==> config.mk <==
export PLATFORM = sky130hd
export DESIGN_NAME = wildcard_byte_pattern_matcher
export DESIGN_NICKNAME = d
export VERILOG_FILES = /design/src/wbpm_pkg.sv /design/src/wildcard_byte_pattern_matcher.sv
export SDC_FILE = /design/constraint.sdc
export NUM_CORES = 2
export LEC_CHECK = 0
export ABC_AREA = 1
export BUFFER_PORTS_ARGS = -buffer_cell sky130_fd_sc_hd__buf_2
export CAP_MARGIN = 20
export CORE_MARGIN = 4
export CORE_UTILIZATION = 30
export CTS_BUF_LIST = sky130_fd_sc_hd__clkbuf_16
export DETAILED_ROUTE_END_ITERATION = 10
export GPL_TIMING_DRIVEN = 0
export PLACE_DENSITY_LB_ADDON = 0.15
export SLEW_MARGIN = 20
export SYNTH_ARGS = -nofsm -noshare
export SYNTH_HDL_FRONTEND = slang
export SYNTH_SLANG_ARGS = --single-unit
==> constraint.sdc <==
create_clock -name clk -period 14.1 [get_ports clk]
set_input_delay 0.705 -clock clk [delete_from_list [all_inputs] [get_ports clk]]
set_output_delay 0.705 -clock clk [all_outputs]
set_load 0.02 [all_outputs]
==> src/wbpm_pkg.sv <==
// Package for the wildcard byte pattern matcher.
// Field widths, register indexes and default sizes; no dependencies.
package wbpm_pkg;

	localparam int MAX_PATTERN_DEF = 32;
	localparam int ADDR_W          = 48;
	localparam int BYTE_W          = 8;
	localparam int CFG_IDX_W       = 3;
	localparam int CFG_DATA_W      = 64;
	localparam int WORD_COUNT      = 4;
	localparam int PAT_W           = WORD_COUNT * CFG_DATA_W;
	localparam int MASK_W          = 32;
	localparam int LEN_W           = 6;

	typedef enum logic [CFG_IDX_W-1:0] {
		REG_PAT_LO,
		REG_PAT_MID_LO,
		REG_PAT_MID_HI,
		REG_PAT_HI,
		REG_WILDCARD,
		REG_LENGTH
	} cfg_reg_t;

endpackage

==> src/wildcard_byte_pattern_matcher.sv <==
// Wildcard byte pattern matcher, top level.
// Uses wbpm_pkg for widths and register indexes.
//
// channel | direction | handshake          | payload
// in      | sink      | in_valid/in_stall   | data_byte, byte_address, block_start
// out     | source    | out_valid/out_stall | match_address
// cfg     | sink      | cfg_valid/cfg_ready | cfg_index, cfg_data
//
// One byte per cycle while in_stall is low; a result is offered after its byte passes
// the input register, then the window compare into the output register.
// The compare across all pattern positions is combinational logic.
// arst_n clears valids, byte count and configuration registers to their defaults.
// in_stall rises only while a matching byte waits behind a stalled result.
module wildcard_byte_pattern_matcher #(
	parameter int MAX_PATTERN = wbpm_pkg::MAX_PATTERN_DEF
) (
	input  logic                                clk,
	input  logic                                arst_n,
	input  logic                                in_valid,
	output logic                                in_stall,
	input  logic [wbpm_pkg::BYTE_W-1:0]         data_byte,
	input  logic [wbpm_pkg::ADDR_W-1:0]         byte_address,
	input  logic                                block_start,
	output logic                                out_valid,
	input  logic                                out_stall,
	output logic [wbpm_pkg::ADDR_W-1:0]         match_address,
	input  logic                                cfg_valid,
	output logic                                cfg_ready,
	input  logic [wbpm_pkg::CFG_IDX_W-1:0]      cfg_index,
	input  logic [wbpm_pkg::CFG_DATA_W-1:0]     cfg_data
);

	localparam int IW = (MAX_PATTERN > 1) ? $clog2(MAX_PATTERN) : 1;
	localparam int WD = (MAX_PATTERN > 1) ? MAX_PATTERN - 1 : 1;
	localparam logic [wbpm_pkg::LEN_W-1:0] MAX_LEN = wbpm_pkg::LEN_W'(MAX_PATTERN);

	logic [wbpm_pkg::PAT_W-1:0]  pat_q;
	logic [wbpm_pkg::MASK_W-1:0] wild_q;
	logic [wbpm_pkg::LEN_W-1:0]  plen_q;

	logic                          vld_s1;
	logic [wbpm_pkg::BYTE_W-1:0]   byte_s1;
	logic [wbpm_pkg::ADDR_W-1:0]   addr_s1;
	logic                          start_s1;

	logic [wbpm_pkg::BYTE_W-1:0]   win_q [WD];
	logic [wbpm_pkg::LEN_W-1:0]    seen_q;

	logic                          out_vld_q;
	logic [wbpm_pkg::ADDR_W-1:0]   out_addr_q;

	logic [wbpm_pkg::BYTE_W-1:0]   seq [MAX_PATTERN];
	logic [wbpm_pkg::LEN_W-1:0]    len_eff;
	logic [wbpm_pkg::LEN_W-1:0]    seen_base;
	logic [wbpm_pkg::LEN_W-1:0]    seen_new;
	logic [MAX_PATTERN-1:0]        pos_ok;
	logic                          hit;
	logic                          adv_s1;
	logic                          load_s1;

	assign cfg_ready = 1'b1;

	always_ff @(posedge clk or negedge arst_n) begin
		if (!arst_n) begin
			pat_q  <= '0;
			wild_q <= '0;
			plen_q <= wbpm_pkg::LEN_W'(1);
		end else if (cfg_valid && cfg_ready) begin
			unique case (cfg_index)
				wbpm_pkg::REG_PAT_LO:     pat_q[0*wbpm_pkg::CFG_DATA_W +: wbpm_pkg::CFG_DATA_W] <= cfg_data;
				wbpm_pkg::REG_PAT_MID_LO: pat_q[1*wbpm_pkg::CFG_DATA_W +: wbpm_pkg::CFG_DATA_W] <= cfg_data;
				wbpm_pkg::REG_PAT_MID_HI: pat_q[2*wbpm_pkg::CFG_DATA_W +: wbpm_pkg::CFG_DATA_W] <= cfg_data;
				wbpm_pkg::REG_PAT_HI:     pat_q[3*wbpm_pkg::CFG_DATA_W +: wbpm_pkg::CFG_DATA_W] <= cfg_data;
				wbpm_pkg::REG_WILDCARD:   wild_q <= cfg_data[wbpm_pkg::MASK_W-1:0];
				wbpm_pkg::REG_LENGTH:     plen_q <= cfg_data[wbpm_pkg::LEN_W-1:0];
				default: ;
			endcase
		end
	end

	// newest byte first: seq[0] is the byte in stage 1
	always_comb begin
		seq[0] = byte_s1;
		for (int j = 1; j < MAX_PATTERN; j++) begin
			seq[j] = win_q[j-1];
		end
	end

	always_comb begin
		logic [wbpm_pkg::LEN_W-1:0] back;
		len_eff   = (plen_q > MAX_LEN) ? MAX_LEN : plen_q;
		seen_base = start_s1 ? '0 : seen_q;
		seen_new  = (seen_base < MAX_LEN) ? seen_base + wbpm_pkg::LEN_W'(1) : seen_base;
		for (int k = 0; k < MAX_PATTERN; k++) begin
			back = len_eff - wbpm_pkg::LEN_W'(1) - wbpm_pkg::LEN_W'(k);
			if (wbpm_pkg::LEN_W'(k) >= len_eff || wild_q[k]) begin
				pos_ok[k] = 1'b1;
			end else begin
				pos_ok[k] = (pat_q[k*wbpm_pkg::BYTE_W +: wbpm_pkg::BYTE_W] == seq[back[IW-1:0]]);
			end
		end
		hit = (len_eff != '0) && (seen_new >= len_eff) && (&pos_ok);
	end

	assign adv_s1   = vld_s1 && (!out_vld_q || !out_stall || !hit);
	assign in_stall = vld_s1 && !adv_s1;
	assign load_s1  = in_valid && !in_stall;

	always_ff @(posedge clk or negedge arst_n) begin
		if (!arst_n) begin
			vld_s1 <= 1'b0;
		end else if (load_s1) begin
			vld_s1 <= 1'b1;
		end else if (adv_s1) begin
			vld_s1 <= 1'b0;
		end
	end

	always_ff @(posedge clk) begin
		if (load_s1) begin
			byte_s1  <= data_byte;
			addr_s1  <= byte_address;
			start_s1 <= block_start;
		end
	end

	always_ff @(posedge clk or negedge arst_n) begin
		if (!arst_n) begin
			seen_q <= '0;
		end else if (adv_s1) begin
			seen_q <= seen_new;
		end
	end

	generate
		if (MAX_PATTERN > 1) begin : g_win
			always_ff @(posedge clk) begin
				if (adv_s1) begin
					win_q[0] <= byte_s1;
					for (int j = 1; j < WD; j++) begin
						win_q[j] <= win_q[j-1];
					end
				end
			end
		end else begin : g_nowin
			always_ff @(posedge clk) begin
				win_q[0] <= '0;
			end
		end
	endgenerate

	always_ff @(posedge clk or negedge arst_n) begin
		if (!arst_n) begin
			out_vld_q <= 1'b0;
		end else if (adv_s1 && hit) begin
			out_vld_q <= 1'b1;
		end else if (!out_stall) begin
			out_vld_q <= 1'b0;
		end
	end

	always_ff @(posedge clk) begin
		if (adv_s1 && hit) begin
			out_addr_q <= addr_s1 - wbpm_pkg::ADDR_W'(len_eff) + wbpm_pkg::ADDR_W'(1);
		end
	end

	assign out_valid     = out_vld_q;
	assign match_address = out_addr_q;

endmodule

[Yosys cells after proc, flatten, opt, wreduce, memory -nomap -nowiden]
Memory sizes are Yosys's and may differ from the RTL's.
Cells that the tools add are included.
Operators by class
  add/sub/neg operators: 35
  order comparisons: 67
  eq/ne operators: 38
  multiplexer cells: 137
  bitwise logic cells: 32
  reductions and logical operators: 55
Operator list (count)
  binary-select mux 8 bit (select 5 bit): 32
  2-to-1 mux 8 bit: 64
  equality test 8 bit: 32
  greater-or-equal comparator 6 bit (second input constant): 32
  NOT 5 -> 6 bit: 32
  greater-or-equal comparator 5 x 6 -> 1 bit (first input constant): 16
  subtractor 5 bit (second input constant): 16
  adder 48 x 1 -> 48 bit (second input constant): 1
  greater-or-equal comparator 4 x 6 -> 1 bit (first input constant): 8
  subtractor 48 x 6 -> 48 bit: 1
  subtractor 5 x 4 -> 5 bit (second input constant): 8
  2-to-1 mux 1 bit: 38
  logical OR 1 bit: 34
  AND reduction 32 bit: 1
  greater-or-equal comparator 3 x 6 -> 1 bit (first input constant): 4
  subtractor 5 x 3 -> 5 bit (second input constant): 4
  2-to-1 mux 6 bit: 3
  greater-or-equal comparator 1 x 6 -> 1 bit (first input constant): 2
  greater-or-equal comparator 2 x 6 -> 1 bit (first input constant): 2
  AND reduction 2 bit: 6
  subtractor 5 x 1 -> 5 bit (second input constant): 2
  subtractor 5 x 2 -> 5 bit (second input constant): 2
  adder 6 x 1 -> 6 bit (second input constant): 1
  equality test 3 x 2 -> 1 bit (second input constant): 2
  other kinds (11): 21
Storage, ports and cells
  register bits after elaboration: 407
  RAM bits: 248
  memories kept: 1
Memory list
  win_q: words 31, bits a word 8, read ports 31, clocked after memory_dff 0, wr ports 31, line wildcard_byte_pattern_matcher.sv:46  | logic [wbpm_pkg::BYTE_W-1:0] win_q [WD];

[Depth between registers and ports, before layout]
  depth after elaboration: 20
  depth in mapped cells: 38
  depth with buffers taken out: 30

[Least setup slack after synthesis]
No wires, ideal clock.
  path type: register -> register
  start: register plen_q[0] in the netlist's numbering
  end: memory win_q[0][0] in the netlist's numbering, enable pin
  library setup time: 0.599 ns
  arrival: 9.410 ns
  slack: 4.091 ns
  stages on the path, launching flop included: 33
  path buffers: 8
  cell sequence: dfstp_2 inv_2 nor2_2 buf_2 buf_2 buf_1 ha_1 clkbuf_1 inv_2 clkbuf_1 clkbuf_1 ha_1 clkbuf_1 clkinv_1 clkbuf_1 nand3_1 nand2_1 nand2_1 o21ai_1 nand2_1 nand3_1 nand2_1 nand2_1 nor2_1 nand2_1 nand2_1 nand2_1 inv_1 nand3_1 nor2_2 nand3_4 nand2_4 inv_1
RTL lines
  start: declaration: line wildcard_byte_pattern_matcher.sv:39  | logic [wbpm_pkg::LEN_W-1:0] plen_q;
  start signal: assignment: line wildcard_byte_pattern_matcher.sv:67  | plen_q <= wbpm_pkg::LEN_W'(1);
  start signal: assignment: line wildcard_byte_pattern_matcher.sv:75  | wbpm_pkg::REG_LENGTH: plen_q <= cfg_data[wbpm_pkg::LEN_W-1:0];
  end: declaration: line wildcard_byte_pattern_matcher.sv:46

[Final worst setup path]
  start: register plen_q[0] in the netlist's numbering
  end: output port in_stall
On the way
  cells in the longest elaborated chain, start to end: 17
  elaborated cells between the ends (all ways): 300
  those cells by class: add/sub: 32; order compare: 34; eq/ne: 32; mux: 129; bitwise: 32; reduce/logical: 41
Ends and longest elaborated chain
  > comparator 6 bit: line wildcard_byte_pattern_matcher.sv:91  | len_eff = (plen_q > MAX_LEN) ? MAX_LEN : plen_q;
  2-to-1 mux 6 bit (*): line wildcard_byte_pattern_matcher.sv:91
  subtractor 5 x 1 -> 5 bit: line wildcard_byte_pattern_matcher.sv:95  | back = len_eff - wbpm_pkg::LEN_W'(1) - wbpm_pkg::LEN_W'(k);
  subtractor 5 x 1 -> 5 bit (tied with other cells): line wildcard_byte_pattern_matcher.sv:95
  NOT 5 -> 6 bit (not written as such): line wildcard_byte_pattern_matcher.sv:99  | pos_ok[k] = (pat_q[k*wbpm_pkg::BYTE_W +: wbpm_pkg::BYTE_W] == seq[back[IW-1:0]]);
  binary-select mux 8 bit (select 5 bit): line wildcard_byte_pattern_matcher.sv:99
  2-to-1 mux 8 bit (not written as such) (2 in series): line wildcard_byte_pattern_matcher.sv:99
  equality test 8 bit: line wildcard_byte_pattern_matcher.sv:99
  2-to-1 mux 1 bit: line wildcard_byte_pattern_matcher.sv:96  | if (wbpm_pkg::LEN_W'(k) >= len_eff || wild_q[k]) begin
  AND reduction 32 bit: line wildcard_byte_pattern_matcher.sv:102  | hit = (len_eff != '0) && (seen_new >= len_eff) && (&pos_ok);
  logical AND 1 bit (*): line wildcard_byte_pattern_matcher.sv:102
  logical NOT 1 bit (*): line wildcard_byte_pattern_matcher.sv:105  | assign adv_s1 = vld_s1 && (!out_vld_q || !out_stall || !hit);
  logical OR 1 bit (*): line wildcard_byte_pattern_matcher.sv:105
  logical AND 1 bit (*): line wildcard_byte_pattern_matcher.sv:105
  logical NOT 1 bit (*): line wildcard_byte_pattern_matcher.sv:106  | assign in_stall = vld_s1 && !adv_s1;
  logical AND 1 bit (*): line wildcard_byte_pattern_matcher.sv:106
  end: declaration: line wildcard_byte_pattern_matcher.sv:20  | output logic in_stall,
Every way passes the cells marked *; elsewhere a longest branch is shown, timed or not. The select of a mux whose other input is x is not followed.

==> results by group <==
Synth
  – Yosys warns: 0
  – Primary FF master, synth: edfxtp_1
  – Synthesized area per cell: 6.561 sq um
  – Synthesized area: 48,000 sq um
  – Yosys reg bits: 655
  – EDFF count, synth: 353
  – Syn nets: 7,523
  – Syn Inst Count: 7,316
  – Distinct cells, synth: 58
  – Ys async rst share: 46.11%
  – Seq/Total Area, Yosys: 37.83%

Worst setup path
  – Worst setup SP type: register
  – Most used cell, CP: nand2_1
  – Worst Path Buf+Inv: 12
  – Crit path DAT: 10.11 ns
  – Reg-to-reg setup timing slack: 3.70 ns
  – Critical path type: reg2out
  – CP Data Required Time: 13.40 ns
  – Delay-heaviest family, CP: buffers and inverters
  – Worst Path Max Fanout: 12
  – CP max stage cell: clkbuf_1
  – Critical path capture point type: output pin
  – CP max stage delay: 0.82 ns

GRT
  – Gr usage total: 40.63%
  – Number of global-route vias before repair: 50,430
  – First-pass GRT wire length: 457.4 mm
  – Initial antenna violation count: 25
  – Grt ovf: 0
  – Largest net degree at the start of global routing: 101

Floorplan
  – Die Span Y: 408.0 um
  – I/O Pins: 180
  – Die span in x: 408.0 um
  – Placeable core region: 158,700 sq um
  – Die area: 166,500 sq um
  – Rows: 146
  – Initial Util: 30.24%

Layout
  – Most frequent cells in the layout: 3,200 x nand2_1, 1,414 x nand3_1, 570 x inv_1
  – Fill count: 17,380
  – Final core occ: 34.60%
  – Proportion of layout cells with a drive suffix above 1: 7.750%
  – Layout area overhead: 14.43%
  – Final layout net count: 7,800
  – Cell area after layout: 54,930 sq um
  – Commonest non-fill, non-tap cell in the layout: nand2_1

STA
  – Final Setup Violations: 0
  – Clock skew: 0.04277 ns
  – Slew @ Worst Pin: 1.300 ns
  – Final cycle utilization of the critical path: 76.67%
  – Relative slew slack: 13.35%
  – Max Slew Vio Count: 0
  – Fmax: 92.50 MHz
  – Final Hold Viols: 0
  – Period minus WS final: 10.81 ns
  – Fin Hold WS: 0.1244 ns
  – RSZ-0062 raised after global routing: no

Clock network
  – Clock transition at path regs: 0.06 ns
  – CTS max path bufs: 3
  – H-tree lvl count: 3
  – CTS resizes: 0
  – CTS sink count: 655
  – Worst-skew pair later-pin latency: 0.76 ns
  – CTS Buf Count: 86
  – CTS tree: done
  – Root Buffer Master: clkbuf_16

Status
  – Status: completed

Worst hold path
  – Kind of path behind the tightest hold check: in2reg

Routing
  – Vias per cell: 5.720
  – DR pass1 iterations: 9
  – WL/cell: 35.88 um
  – Residual DRC count: 0
  – WL final: 349.9 mm
  – Remaining antenna violation count after routing: 0
  – Initial DRC Count: 8,258
  – Vias: 55,780

Placement
  – DP Area: 51,810 sq um
  – DPL Wire Length: 287.2 mm
  – Port buffer count: 178
  – RD Place Congestion: 1.111

Pwr
  – VDD IR-drop max: 0.1319 mV
  – Leakage: 27.64 nW
  – Overall Power: 13.63 mW
  – PD cells: 248.2 nW/um^2

Job
  – Max-cap violations: 0
## flip-flops by register name, indices dropped and copies added, names as in the netlist
name,flops
plen_q,6
match_address,48
addr_s1,48
wild_q,32
vld_s1,1
win_q,248
byte_s1,8
start_s1,1
pat_q,256
seen_q,6
out_valid,1
## per-stage QoR
stage                     TNS (ns)  instances  setup WS [ns]
final                            0       9752          3.290
after global routing             0       9737          3.167
after CTS                        0       9737          3.653
after detailed placement         0       9576          4.142
after global placement     -828.95       9566         -3.392
after floorplan                  0       7316          4.091
## kinds of logic (layout without fill, tap and decap cells)
kind of cell | Yosys count | count (layout) | synth area share [%]
AOI/OAI and AO/OA | 626 | 626 | 7.085
xor gates and xnor gates | 76 | 76 | 1.473
adders and majority gates | 78 | 78 | 2.049
buffers and inverters | 930 | 1279 | 7.872
DFF | 655 | 655 | 37.83
other | 1 | 16 | 0.007813
and+or+nand+nor | 4950 | 4950 | 43.68
## path summary, 6_finish.rpt
check                        startpoint             to  cells past startpoint
min                        data_byte[5]     byte_s1[5]                      1
max in group asynchronous        arst_n     pat_q[196]                      4
max                           plen_q[0]       in_stall                     32
min reg2reg                win_q[0][96]  win_q[0][104]                      0
max reg2reg                   plen_q[0]  win_q[0][110]                     32
min in group asynchronous        arst_n      pat_q[61]                      2
## area by class of cell
class,instances,area (sq um),share of cell area [%]
antenna,15,37.54,0.06834
clock inverter,69,795.8,1.449
multi-input combinational,5731,26070,47.46
sequential,655,18160,33.06
clock buffer,91,2277,4.146
timing repair buffer,189,1162,2.116
inverter,579,2183,3.975
buffer,351,1650,3.005
tap,2072,2592,4.720
## cell usage after synthesis (4+ instances only)
library cell  instances  share of area [%]
nor3_1                9              0.094
o211ai_1             28               0.44
nor2_2                5              0.065
o21ai_1              45               0.47
nand3_1            1414                 15
nand2_4               5               0.12
a21boi_0              7               0.11
ha_1                 77                2.0
edfxtp_1            353                 22
clkbuf_1            143                1.1
nand4_1              23               0.30
a211oi_1              6              0.094
and2_1                4              0.052
a21oi_1              75               0.78
xnor2_1              31               0.57
inv_1               565                4.4
a21o_1                9               0.14
o21a_1               10               0.16
nand2_1            3200                 25
a31oi_1              16               0.21
buf_2               134                1.4
nand3b_1             90                1.4
buf_1                47               0.37
buf_4                23               0.36
a311oi_1              6               0.11
inv_2                12              0.094
dfrtp_1             301                 16
o21ai_0             399                4.2
xor2_1               41               0.75
nor2_1              156                1.2
nand2_2              32               0.42
o31ai_1               4              0.063
o21bai_1              8               0.13
## report_power, final
group	internal, mW	switching [mW]
clock network	1.40	1.03
registers	2.25	0.202
logic	2.02	6.71
total	5.68	7.95
## metal layers
metal	vias to the layer above	global-route usage, %	part of all wire [%]
met5	-	0	0.068
met1	27390	52.71	41
met2	3197	58.59	40
met3	654	12.24	11
li1	24530	-	-
met4	6	26.03	8.1
## what timing repair did
| item | CTS | global route |
|---|---|---|
| endpoints found under the hold margin | 46 | 0 |
| hold buffers | 1 | 0 |
| buffers inserted | 0 | 0 |
| endpoints found under the setup margin | 0 | 0 |
No activity file was read; power rests on OpenSTA's default activity.
